[src/rtl/core/dcc_pkg.sv]
package dcc_pkg;

	localparam int ValW = 14;

	localparam logic [ValW-1:0] TimeStepRst      = ValW'(5);
	localparam logic [ValW-1:0] VolumeStepRst    = ValW'(50);
	localparam logic [ValW-1:0] VolumePerTickRst = ValW'(11);
	localparam logic [ValW-1:0] ValueLimitRst    = ValW'(9999);
	localparam logic [ValW-1:0] TimeLevelRst     = ValW'(60);
	localparam logic [ValW-1:0] VolumeLevelRst   = ValW'(1700);
	localparam logic [ValW-1:0] TimeTickDec      = ValW'(1);

	typedef logic [ValW-1:0] val_t;

	// event codes
	typedef enum logic [2:0] {
		EV_TICK   = 3'd0,
		EV_BUTTON = 3'd1,
		EV_TOGGLE = 3'd2,
		EV_UP     = 3'd3,
		EV_DOWN   = 3'd4,
		EV_SET    = 3'd5
	} mode_t;

	// register indexes
	typedef enum logic [1:0] {
		REG_TIME_STEP   = 2'd0,
		REG_VOLUME_STEP = 2'd1,
		REG_VOL_PER_TICK = 2'd2,
		REG_VALUE_LIMIT = 2'd3
	} reg_idx_t;

	typedef struct packed {
		val_t time_step;
		val_t volume_step;
		val_t volume_per_tick;
		val_t value_limit;
	} cfg_t;

	typedef struct packed {
		logic auto_closed;
		val_t shown_value;
		logic shows_time;
		logic valve_on;
	} res_t;

endpackage

[src/rtl/core/dcc_cfg.sv]
module dcc_cfg import dcc_pkg::*; (
	input  logic       clk,
	input  logic       arst_n,
	input  logic       wr_en,
	input  logic [1:0] wr_index,
	input  val_t       wr_data,
	output cfg_t       cfg
);

	cfg_t cfg_q;

	// write one register per transfer
	always_ff @(posedge clk or negedge arst_n) begin
		if (!arst_n) begin
			cfg_q.time_step       <= TimeStepRst;
			cfg_q.volume_step     <= VolumeStepRst;
			cfg_q.volume_per_tick <= VolumePerTickRst;
			cfg_q.value_limit     <= ValueLimitRst;
		end else if (wr_en) begin
			unique case (reg_idx_t'(wr_index))
				REG_TIME_STEP:    cfg_q.time_step       <= wr_data;
				REG_VOLUME_STEP:  cfg_q.volume_step     <= wr_data;
				REG_VOL_PER_TICK: cfg_q.volume_per_tick <= wr_data;
				REG_VALUE_LIMIT:  cfg_q.value_limit     <= wr_data;
				default: ;
			endcase
		end
	end

	assign cfg = cfg_q;

endmodule

[src/rtl/core/dcc_core.sv]
module dcc_core import dcc_pkg::*; (
	input  logic       clk,
	input  logic       arst_n,
	input  logic       en,
	input  logic [2:0] mode,
	input  val_t       new_value,
	input  cfg_t       cfg,
	output res_t       res
);

	val_t time_q, time_saved_q, vol_q, vol_saved_q;
	logic sel_q, valve_q;

	val_t           live, saved, step, dec;
	val_t           n_live, n_saved, n_time, n_vol, n_time_sv, n_vol_sv;
	logic           n_sel, n_valve, auto_cl;
	logic [ValW:0]  sum;
	val_t           sub_live, sub_step, ticked;

	// select the live setpoint and its amounts
	always_comb begin
		live     = sel_q ? time_q : vol_q;
		saved    = sel_q ? time_saved_q : vol_saved_q;
		step     = sel_q ? cfg.time_step : cfg.volume_step;
		dec      = sel_q ? TimeTickDec : cfg.volume_per_tick;
		sum      = {1'b0, live} + {1'b0, step};
		sub_step = (live > step) ? live - step : '0;
		ticked   = (live > dec) ? live - dec : '0;
		sub_live = live;
	end

	// apply the event
	always_comb begin
		n_live  = sub_live;
		n_saved = saved;
		n_sel   = sel_q;
		n_valve = valve_q;
		auto_cl = 1'b0;
		unique case (mode_t'(mode))
			EV_TICK: begin
				if (valve_q) begin
					if (ticked == '0) begin
						n_live  = saved;
						n_valve = 1'b0;
						auto_cl = 1'b1;
					end else begin
						n_live = ticked;
					end
				end
			end
			EV_BUTTON: begin
				if (valve_q) begin
					n_live  = saved;
					n_valve = 1'b0;
				end else begin
					n_valve = 1'b1;
					n_saved = live;
				end
			end
			EV_TOGGLE: begin
				if (!valve_q) n_sel = !sel_q;
			end
			EV_UP: begin
				n_live = (sum > {1'b0, cfg.value_limit}) ? cfg.value_limit : sum[ValW-1:0];
			end
			EV_DOWN: begin
				n_live = sub_step;
			end
			EV_SET: begin
				n_live = (new_value > cfg.value_limit) ? cfg.value_limit : new_value;
			end
			default: ;
		endcase
		n_time    = sel_q ? n_live : time_q;
		n_vol     = sel_q ? vol_q : n_live;
		n_time_sv = sel_q ? n_saved : time_saved_q;
		n_vol_sv  = sel_q ? vol_saved_q : n_saved;
	end

	// hold state between events
	always_ff @(posedge clk or negedge arst_n) begin
		if (!arst_n) begin
			time_q       <= TimeLevelRst;
			time_saved_q <= TimeLevelRst;
			vol_q        <= VolumeLevelRst;
			vol_saved_q  <= VolumeLevelRst;
			sel_q        <= 1'b0;
			valve_q      <= 1'b0;
		end else if (en) begin
			time_q       <= n_time;
			time_saved_q <= n_time_sv;
			vol_q        <= n_vol;
			vol_saved_q  <= n_vol_sv;
			sel_q        <= n_sel;
			valve_q      <= n_valve;
		end
	end

	assign res.valve_on    = n_valve;
	assign res.shows_time  = n_sel;
	assign res.shown_value = n_sel ? n_time : n_vol;
	assign res.auto_closed = auto_cl;

endmodule

[src/rtl/core/dispense_countdown_controller.sv]
// channel   dir  handshake             payload
// s_axis    in   s_tvalid / s_tready   tdata: new_value; tuser: mode
// m_axis    out  m_tvalid / m_tready   tdata: valve_on, shows_time, shown_value, auto_closed
// cfg       in   cfg_valid / cfg_ready cfg_index, cfg_data
//
// One event per cycle while the output is not stalled; each event leaves the input register
// and its result enters the output register once the output register frees up.
// The state update is one combinational pass from the input register.
// Reset clears state and setpoints to their defaults and empties both registers.
// A stalled output holds its result; the input register still fills behind it.
module dispense_countdown_controller import dcc_pkg::*; (
	input  logic        clk,
	input  logic        arst_n,
	input  logic        s_tvalid,
	output logic        s_tready,
	input  logic [15:0] s_tdata,   // [13:0] new_value, rest zero
	input  logic [2:0]  s_tuser,   // [2:0] mode
	output logic        m_tvalid,
	input  logic        m_tready,
	output logic [23:0] m_tdata,   // [0] valve_on, [1] shows_time, [15:2] shown_value,
	                               // [16] auto_closed, rest zero
	input  logic        cfg_valid,
	output logic        cfg_ready,
	input  logic [1:0]  cfg_index,
	input  logic [13:0] cfg_data
);

	cfg_t       cfg;
	res_t       res, res_q;
	logic       vld_s1, out_vld_q;
	logic [2:0] mode_s1;
	val_t       nv_s1;
	logic       adv;

	assign cfg_ready = 1'b1;

	dcc_cfg u_cfg (
		.clk      (clk),
		.arst_n   (arst_n),
		.wr_en    (cfg_valid),
		.wr_index (cfg_index),
		.wr_data  (cfg_data),
		.cfg      (cfg)
	);

	// move the input-stage event forward when the output register frees up
	assign adv      = vld_s1 && (!out_vld_q || m_tready);
	assign s_tready = !vld_s1 || adv;

	dcc_core u_core (
		.clk       (clk),
		.arst_n    (arst_n),
		.en        (adv),
		.mode      (mode_s1),
		.new_value (nv_s1),
		.cfg       (cfg),
		.res       (res)
	);

	// input register
	always_ff @(posedge clk or negedge arst_n) begin
		if (!arst_n) begin
			vld_s1 <= 1'b0;
		end else if (s_tready) begin
			vld_s1 <= s_tvalid;
		end
	end

	always_ff @(posedge clk) begin
		if (s_tready && s_tvalid) begin
			mode_s1 <= s_tuser;
			nv_s1   <= s_tdata[ValW-1:0];
		end
	end

	// output register
	always_ff @(posedge clk or negedge arst_n) begin
		if (!arst_n) begin
			out_vld_q <= 1'b0;
		end else if (adv) begin
			out_vld_q <= 1'b1;
		end else if (m_tready) begin
			out_vld_q <= 1'b0;
		end
	end

	always_ff @(posedge clk) begin
		if (adv) res_q <= res;
	end

	assign m_tvalid = out_vld_q;
	assign m_tdata  = {7'd0, res_q};

endmodule
[config.mk]
export PLATFORM = sky130hd
export DESIGN_NAME = dispense_countdown_controller
export DESIGN_NICKNAME = d
export VERILOG_FILES = /design/src/rtl/core/dcc_pkg.sv /design/src/rtl/core/dcc_cfg.sv /design/src/rtl/core/dcc_core.sv /design/src/rtl/core/dispense_countdown_controller.sv
export SDC_FILE = /design/constraint.sdc
export NUM_CORES = 1
export LEC_CHECK = 0
export ABC_AREA = 0
export BUFFER_PORTS_ARGS = -buffer_cell sky130_fd_sc_hd__buf_2
export CELL_PAD_IN_SITES_DETAIL_PLACEMENT = 1
export CELL_PAD_IN_SITES_GLOBAL_PLACEMENT = 2
export CORE_ASPECT_RATIO = 2
export CORE_MARGIN = 5
export CORE_UTILIZATION = 40
export CTS_CLUSTER_DIAMETER = 30
export DETAILED_ROUTE_END_ITERATION = 6
export PLACE_DENSITY_LB_ADDON = 0.1
export SLEW_MARGIN = 25
export SYNTH_ARGS = -nofsm -noshare
export SYNTH_HDL_FRONTEND = slang
export SYNTH_SLANG_ARGS = --single-unit
[constraint.sdc]
create_clock -name clk -period 17.2 [get_ports clk]
set_input_delay 1.72 -clock clk [delete_from_list [all_inputs] [get_ports clk]]
set_output_delay 1.72 -clock clk [all_outputs]
set_load 0.05 [all_outputs]
==> out/qor_table.md, run 1 <==
| Quantity | Value | Unit |
|---|---|---|
| Worst Path Max Fanout | 36 | - |
| Clock buffers created by TritonCTS | 17 | - |
| Number of instances in the synthesized netlist | 1093 | - |
| Yosys Warn Count | 0 | - |
| Number of max-cap violations | 0 | - |
| Fin crit period | 7.224 | ns |
| Endpoints failing setup | 0 | - |
| Number of nets in the layout | 1243 | - |
| TritonCTS clock tree | yes | - |
| Number of enable-type register cells in the synthesized netlist | 34 | - |
| Top flip-flop cell by instance count after synthesis | dfrtp_1 | - |
| Quantity of I/O buffers inserted on ports | 56 | - |
| Initial antenna violation count | 0 | - |
| DPL Wire Length | 30540 | um |
| Worst Min Path Start | u_core.vol_saved_q[7] | - |
| Wire length of the first global-routing pass | 56140 | um |
| Hold endpoint | u_core.vol_saved_q[7] | - |
| Reg2Reg Setup Slack | 9.98 | ns |
| RSZ-0062 raised after global routing | no | - |
| DRC viols | 0 | - |
| DIE HEIGHT | 239.2 | um |
| Type of the worst min-delay path | flop to flop | - |
| Seq/Total Area, Yosys | 37.75 | % |
| Clock slew seen by the registers of the worst setup and hold paths | 0.06 | ns |
| Total standard cell area after synthesis | 0.01051 | mm^2 |
| Critical path's most frequent cell | buf_4 | - |
| Data required time at the worst endpoint | 17.39 | ns |
| Effective utilization at floorplan | 40.15 | % |
| Max-slew headroom | 36.35 | % |
| Slew at the pin closest to its max-slew limit | 0.9425 | ns |
| Relative area change from synthesis to final layout | 10.99 | % |
| Maximum frequency from static timing analysis | 138.4 | MHz |
| Vias in the first global route | 9122 | - |
| Number of gates resized after CTS | 0 | - |
| Remaining global-route overflow | 0 | - |
| Maximum number of pins on one net before global-route repair | 71 | - |
| DIE AREA | 0.02981 | mm^2 |
| Routed len/inst | 25.05 | um |
| Arrival time of the worst setup path | 7.41 | ns |
| Clock sinks | 150 | - |
| Final Max Slew Viols | 0 | - |
| Leading cell type in the layout, fill and taps excluded | nand2_1 | - |
| Type of the setup path with the least slack | flop to flop | - |
| Worst-case clock skew | 0.009512 | ns |
| Root buffer cell | clkbuf_16 | - |
| Mean post-synth cell area | 9.614 | um^2 |
| Remaining antenna violation count | 0 | - |
| Slowest stage delay, CP | 0.65 | ns |
| H-tree levels | 4 | - |
| Die W | 124.6 | um |
| Number of detailed-route iterations in the first pass | 4 | - |
| Postcts setup bufs | 0 | - |
| Area of the core | 0.02617 | mm^2 |
| Count of state elements after synthesis | 150 | - |
| Antenna diode instance count | 0 | - |
| Share of synthesized flip-flops with an asynchronous set or reset | 77.33 | % |
| Portion of the clock cycle consumed by the worst path in the final layout | 42.00 | % |
| Critical path launch point type | flop | - |
| Latest clock arrival within the worst-skew pair | 0.44 | ns |
| Routability congestion estimate | 0.9237 | - |
| Vias per cell | 5.801 | - |
| Run status | finished, final reports clean | - |
| Drt initial violations | 374 | - |
| Final hold viol count | 0 | - |
| Destination of the worst register-to-register timing path | m_tdata[11] | - |
| Highest-delay cell along the critical path | a2111oi_0 | - |
| Number of standard-cell rows in the floorplan | 84 | - |
| Cell depth of the worst hold path | 2 | - |
| Clock tree buffer depth | 2 | - |
| Number of hold-repair buffers added at the cts stage | 0 | - |
| Endpoint class of the critical path | flop | - |
| RR Startpoint | u_core.sel_q | - |
| I/O pins | 67 | - |
| Share of post-route cells with drive strength above 1 | 19.77 | % |
| Number of distinct standard cells referenced by the synthesized netlist | 91 | - |
| Overall fraction of global-route tracks in use | 25.12 | % |
| DRT Wirelength | 37250 | um |
| TNS Setup | 0 | ns |
| List of cells traversed by the critical path | buf_4, buf_4, mux2i_1, inv_1, ha_1, nand2b_1, a211oi_1, a31oi_1, a21boi_0, xor2_1, ha_1, a211oi_1, nand2_1, nor3_1, a21o_1, nand2_1, buf_4, mux2_2, a2111oi_0, o41ai_2, a21boi_1 | - |
| Commonest non-fill, non-tap cells in the layout | nand2_1, dfrtp_1, nor2_1 | - |
| Cell depth of the worst flop-to-flop path | 21 | - |
| Total number of vias | 8626 | - |
## state kept, by name, indices dropped and copies added (netlist names)
register,count
u_core.valve_q,1
nv_s1,14
vld_s1,1
mode_s1,3
m_tvalid,1
m_tdata,17
u_core.vol_q,14
u_core.vol_saved_q,14
u_core.time_q,14
u_core.time_saved_q,14
u_core.sel_q,1
u_cfg.cfg,56
## cell type report
cell class                      instances  area (um^2)
Clock inverter                         10        118.9
Fill cell                            3001        14510
Clock buffer                           22        464.2
Inverter                               63        236.5
Multi-Input combinational cell        827         6030
Tap cell                              344        430.4
Sequential cell                       150         3968
Timing Repair Buffer                   71        415.4
## cell usage after synthesis, drive strengths merged, types with 6 or more instances
cell | instances | area share, %
a211oi | 19 | 1.4
a21o | 8 | 0.57
a21oi | 63 | 3.0
a221o | 6 | 0.57
a31oi | 7 | 0.42
and2 | 11 | 0.69
buf | 14 | 0.98
clkbuf | 44 | 1.9
dfrtp | 82 | 20
dfstp | 34 | 8.5
edfxtp | 34 | 9.7
ha | 70 | 8.3
inv | 62 | 2.2
mux2 | 64 | 6.9
mux2i | 57 | 5.4
nand2 | 89 | 3.2
nand2b | 14 | 0.83
nand3 | 18 | 0.86
nand4 | 10 | 0.60
nor2 | 81 | 2.9
nor2b | 8 | 0.48
nor3 | 21 | 1.0
nor3b | 7 | 0.50
nor4 | 6 | 0.36
o211ai | 9 | 0.64
o21a | 10 | 0.71
o21ai | 65 | 3.1
o221ai | 22 | 1.8
o22a | 8 | 0.67
o22ai | 15 | 0.89
o41ai | 6 | 0.64
or2 | 6 | 0.36
or3 | 7 | 0.43
xnor2 | 23 | 1.9
xor2 | 9 | 0.75
## how the worst max path moves through the flow
| stage | to | slack, ns | depth (start not counted) | start |
|---|---|---|---|---|
| after floorplan | m_tdata[11] | 11.15 | 21 | u_core.sel_q |
| after global placement | m_tdata[11] | 9.99 | 21 | u_core.sel_q |
| after detailed placement | m_tdata[11] | 10.00 | 21 | u_core.sel_q |
| after CTS | m_tdata[11] | 9.96 | 21 | u_core.sel_q |
| after global routing | m_tdata[11] | 9.57 | 21 | u_core.sel_q |
| final | m_tdata[11] | 9.98 | 21 | u_core.sel_q |
## metrics by stage
stage	setup WS, ns	cell area (um^2)	utilization, %	hold slack, ns	cells
2_1_floorplan	11.15	10530	-	0.4492	1099
3_3_place_gp	9.992	11050	42.21	0.4612	1454
3_5_place_dp	10.00	11050	42.22	0.4712	1454
4_1_cts	9.962	11630	44.45	0.4855	1486
5_1_grt	9.571	11660	44.56	0.4965	1487
6_report	9.976	11660	44.56	0.4816	1487
## critical path: cells and delay by family (launching register included)
family	cells	cell delay, ns
flip-flops	1	0.34
AO/OA/AOI/OAI	8	2.46
AND/OR/NAND/NOR	4	0.71
buffers and inverters	4	1.56
adder cells (fa/ha/maj)	2	0.82
multiplexers	2	0.70
XOR/XNOR	1	0.35
## kinds of logic (layout without fill, tap and decap cells)
logic type	count (synthesis)	count (layout)	share of synthesized area, %
AOI/OAI and AO/OA	288	288	18.80
muxes	121	121	12.29
other	2	8	0.07147
buffers and inverters	122	166	5.180
DFF	150	150	37.75
xor gates and xnor gates	32	32	2.667
adders and majority gates	73	73	8.907
and+or+nand+nor	305	305	14.34
## per-layer routing
metal	part of all wire, %	wire [um]	up-vias	global-route usage, %
met1	35	12970	4313	24.29
met4	5.3	1972	0	13.63
met5	0	0	-	0
li1	-	-	4083	-
met3	2.5	944	72	3.727
met2	57	21370	158	50.02
Power of run 1 is left out: the tool's default activity adds up to more than one toggle a clock period on the data nets, which glitch-free logic cannot reach.
==> run 2: changes to the inputs <==
--- a/config.mk
+++ b/config.mk
@@ -5,13 +5,13 @@
 export SDC_FILE = /design/constraint.sdc
 export NUM_CORES = 1
 export LEC_CHECK = 0
-export ABC_AREA = 0
+export ABC_AREA = 1
 export BUFFER_PORTS_ARGS = -buffer_cell sky130_fd_sc_hd__buf_2
 export CELL_PAD_IN_SITES_DETAIL_PLACEMENT = 1
 export CELL_PAD_IN_SITES_GLOBAL_PLACEMENT = 2
 export CORE_ASPECT_RATIO = 2
 export CORE_MARGIN = 5
-export CORE_UTILIZATION = 40
+export CORE_UTILIZATION = 36
 export CTS_CLUSTER_DIAMETER = 30
 export DETAILED_ROUTE_END_ITERATION = 6
 export PLACE_DENSITY_LB_ADDON = 0.1
==> constraint.sdc (replaced) <==
create_clock -name clk -period 6.7 [get_ports clk]
set_input_delay 0.67 -clock clk [delete_from_list [all_inputs] [get_ports clk]]
set_output_delay 0.67 -clock clk [all_outputs]
set_load 0.05 [all_outputs]
==> out/qor_table.md, run 2 <==
| Quantity | Value | Unit |
|---|---|---|
| Run status | finished, final reports clean | - |
| Portion of the clock cycle consumed by the worst path in the final layout | 91.96 | % |
| Final hold viol count | 0 | - |
| Remaining antenna violation count | 0 | - |
| Commonest non-fill, non-tap cells in the layout | nand2_1, inv_1, o21ai_0 | - |
| RR Startpoint | u_core.sel_q | - |
| Number of enable-type register cells in the synthesized netlist | 34 | - |
| Number of cells on the critical path | 25 | - |
| Highest-delay cell along the critical path | dfrtp_2 | - |
| Data required time at the worst endpoint | 6.92 | ns |
| TritonCTS clock tree | yes | - |
| Clock tree buffer depth | 2 | - |
| Routability congestion estimate | 0.9559 | - |
| Reg2Reg Setup Slack | 0.54 | ns |
| Seq/Total Area, Yosys | 36.01 | % |
| Worst-case clock skew | 0.01990 | ns |
| Final Max Slew Viols | 0 | - |
| Slew at the pin closest to its max-slew limit | 1.043 | ns |
| Root buffer cell | clkbuf_16 | - |
| Number of max-cap violations | 0 | - |
| Post-synthesis share of cell area spent on full adders, half adders and majority gates | 8.497 | % |
| Initial antenna violation count | 0 | - |
| Critical path launch point type | flop | - |
| Destination of the worst register-to-register timing path | m_tdata[7] | - |
| Vias per cell | 5.341 | - |
| Postcts setup bufs | 0 | - |
| Quantity of I/O buffers inserted on ports | 56 | - |
| Dominant cell by count in the synthesized netlist | nand2_1 | - |
| Latest clock arrival within the worst-skew pair | 0.46 | ns |
| Synth area leader | dfrtp_1 | - |
| Max-slew headroom | 29.76 | % |
| Top flip-flop cell by instance count after synthesis | dfrtp_1 | - |
| Type of the setup path with the least slack | flop to flop | - |
| Mean post-synth cell area | 6.984 | um^2 |
| GR Util met2 | 52.74 | % |
| TNS Setup | 0 | ns |
| Endpoints failing setup | 0 | - |
| Number of nets in the layout | 1732 | - |
| RSZ-0062 raised after global routing | no | - |
| Antenna diode instance count | 0 | - |
| Worst Path Max Fanout | 27 | - |
| Total standard cell area after synthesis | 0.01101 | mm^2 |
| Count of fill cells added during filler insertion | 3855 | - |
| H-tree levels | 4 | - |
| Clock buffers created by TritonCTS | 17 | - |
| Final worst hold slack | 0.1592 | ns |
| Overall fraction of global-route tracks in use | 26.59 | % |
| Number of instances in the synthesized netlist | 1577 | - |
| Die W | 133.7 | um |
| Effective utilization at floorplan | 36.50 | % |
| I/O pins | 67 | - |
| Largest cells by area after synthesis | dfrtp_1, nand2_1, edfxtp_1, o21ai_0, dfstp_2 | - |
| Arrival time of the worst setup path | 6.38 | ns |
| Number of flip-flops under the largest register name | 56 | - |
| Clock slew seen by the registers of the worst setup and hold paths | 0.08 | ns |
| DIE AREA | 0.03441 | mm^2 |
| Vias in the first global route | 11430 | - |
| GR Layer Usage met1 | 25.38 | % |
| Maximum number of pins on one net before global-route repair | 52 | - |
| Yosys Warn Count | 0 | - |
| Endpoint class of the critical path | flop | - |
| DRC viols | 0 | - |
| Leading cell type in the layout, fill and taps excluded | nand2_1 | - |
| Most Crowded Layer GR | met2 | - |
| Number of hold-repair buffers added at the cts stage | 0 | - |
| Number of gates resized after CTS | 0 | - |
| Critical path's most frequent cell | nand2_1 | - |
| Total number of vias | 10680 | - |
| Post-synth top area share | 18.63 | % |
| Main combinational cell family by area after synthesis | simple AND/OR/NAND/NOR gates | - |
| Clock sinks | 150 | - |
| Compound-cell area share of the yosys netlist | 14.20 | % |
| Worst setup endpoint | m_tdata[7] | - |
| Remaining global-route overflow | 0 | - |
| Synthesized-area fraction occupied by xor and xnor cells | 1.988 | % |
| Wire length of the first global-routing pass | 68150 | um |
| Drt initial violations | 428 | - |
| Routed len/inst | 22.48 | um |
| Multiplexer share of the synthesized area | 0 | % |
| Basic-gate share of the synthesized area counting and, or, nand and nor cells | 29.79 | % |
| Launch point of the critical path | u_core.sel_q | - |
| Number of standard-cell rows in the floorplan | 90 | - |
| Share of post-route cells with drive strength above 1 | 12.50 | % |
| DRT Wirelength | 44960 | um |
| Cell family contributing the most delay on the critical path | simple AND/OR/NAND/NOR gates | - |
| Share of synthesized flip-flops with an asynchronous set or reset | 77.33 | % |
| Maximum frequency from static timing analysis | 162.3 | MHz |
| Type of the worst min-delay path | primary input to asynchronous set/reset pin | - |
| Number of distinct standard cells referenced by the synthesized netlist | 51 | - |
| Slowest stage delay, CP | 0.67 | ns |
| DIE HEIGHT | 257.4 | um |
| Top cells by instance count after synthesis | nand2_1, inv_1, o21ai_0 | - |
| Fin crit period | 6.161 | ns |
| Met3 track utilization from global routing | 3.284 | % |
| Cell depth of the worst flop-to-flop path | 25 | - |
| Number of detailed-route iterations in the first pass | 4 | - |
| Buffering stage count on the worst path with inverters included | 7 | - |
| Count of state elements after synthesis | 150 | - |
| Area of the core | 0.03018 | mm^2 |
| DPL Wire Length | 36620 | um |
| Relative area change from synthesis to final layout | 11.91 | % |
==> run 2: changes by cell type after synthesis, moves of 17 or more <==
| cell | previous run | this run |
|---|---|---|
| nand2_1 | 89 | 495 |
| o21ai_0 | 63 | 185 |
| nor2_1 | 81 | 98 |
| mux2i_1 | 57 | 0 |
| nand3_1 | 18 | 92 |
| inv_1 | 62 | 190 |
| a211oi_1 | 19 | 2 |
| o221ai_1 | 22 | 1 |
| xnor2_1 | 23 | 2 |
| mux2_2 | 64 | 0 |
==> run 2: worst register-to-register path, stage by stage, from the launching register on <==
cell	delay [ns]
dfrtp_2	0.67
inv_2	0.37
buf_4	0.29
or2_2	0.28
o21ai_0	0.39
ha_1	0.41
buf_4	0.16
nor4_1	0.53
nand4_1	0.18
nand2_1	0.12
xor2_1	0.23
inv_1	0.07
ha_1	0.30
nand2_1	0.07
inv_1	0.07
nand2_1	0.06
or4_1	0.53
nand2_2	0.12
buf_4	0.17
nand3b_1	0.08
nand3_1	0.12
nand2_1	0.06
nor2_1	0.22
nand3_2	0.19
o21ai_1	0.17
inv_1	0.06
==> run 2: final cells by class <==
cell class | instances | area, um^2 | area share [%]
multi-input combinational | 1170 | 6057 | 49.14
sequential | 150 | 3968 | 32.19
inverter | 196 | 738.2 | 5.989
timing repair buffer | 84 | 493.0 | 4.000
tap | 368 | 460.4 | 3.736
clock buffer | 18 | 429.2 | 3.482
clock inverter | 14 | 180.2 | 1.462
==> run 2: cell families after synthesis <==
family | Yosys count
AND/OR/NAND/NOR | 775
AO/OA/AOI/OAI | 289
other | 2
buffers and inverters | 263
XOR/XNOR | 25
adder cells (fa/ha/maj) | 73
flip-flops | 150
==> run 2: worst min-delay path by stage <==
stage	start	to	slack, ns	cells after the start
after CTS	arst_n	u_core.time_saved_q[6]	0.17	1
after global routing	arst_n	u_core.time_saved_q[6]	0.19	1
after global placement	u_core.vol_saved_q[7]	u_core.vol_saved_q[7]	0.45	2
final	arst_n	u_core.time_saved_q[6]	0.16	1
after detailed placement	u_core.vol_saved_q[5]	u_core.vol_saved_q[5]	0.46	2
after floorplan	arst_n	m_tvalid	0.37	0
==> run 2: routing by layer <==
layer  routed length, um  share of wire, %
met5                   0                 0
met3                 857               1.9
met1               15520                35
met4                3160               7.0
met2               25420                57
==> run 2: metrics by stage <==
step,worst slack [ns],instances,instance area (um^2),util [%]
floorplan,1.951,1583,11040,-
global placement,0.6742,1968,11710,38.80
detailed placement,0.5732,1968,11710,38.81
CTS,0.5559,2000,12320,40.83
global route,0.2099,2000,12330,40.84
finish,0.5388,2000,12330,40.84
Power of run 2 is left out for the same reason.
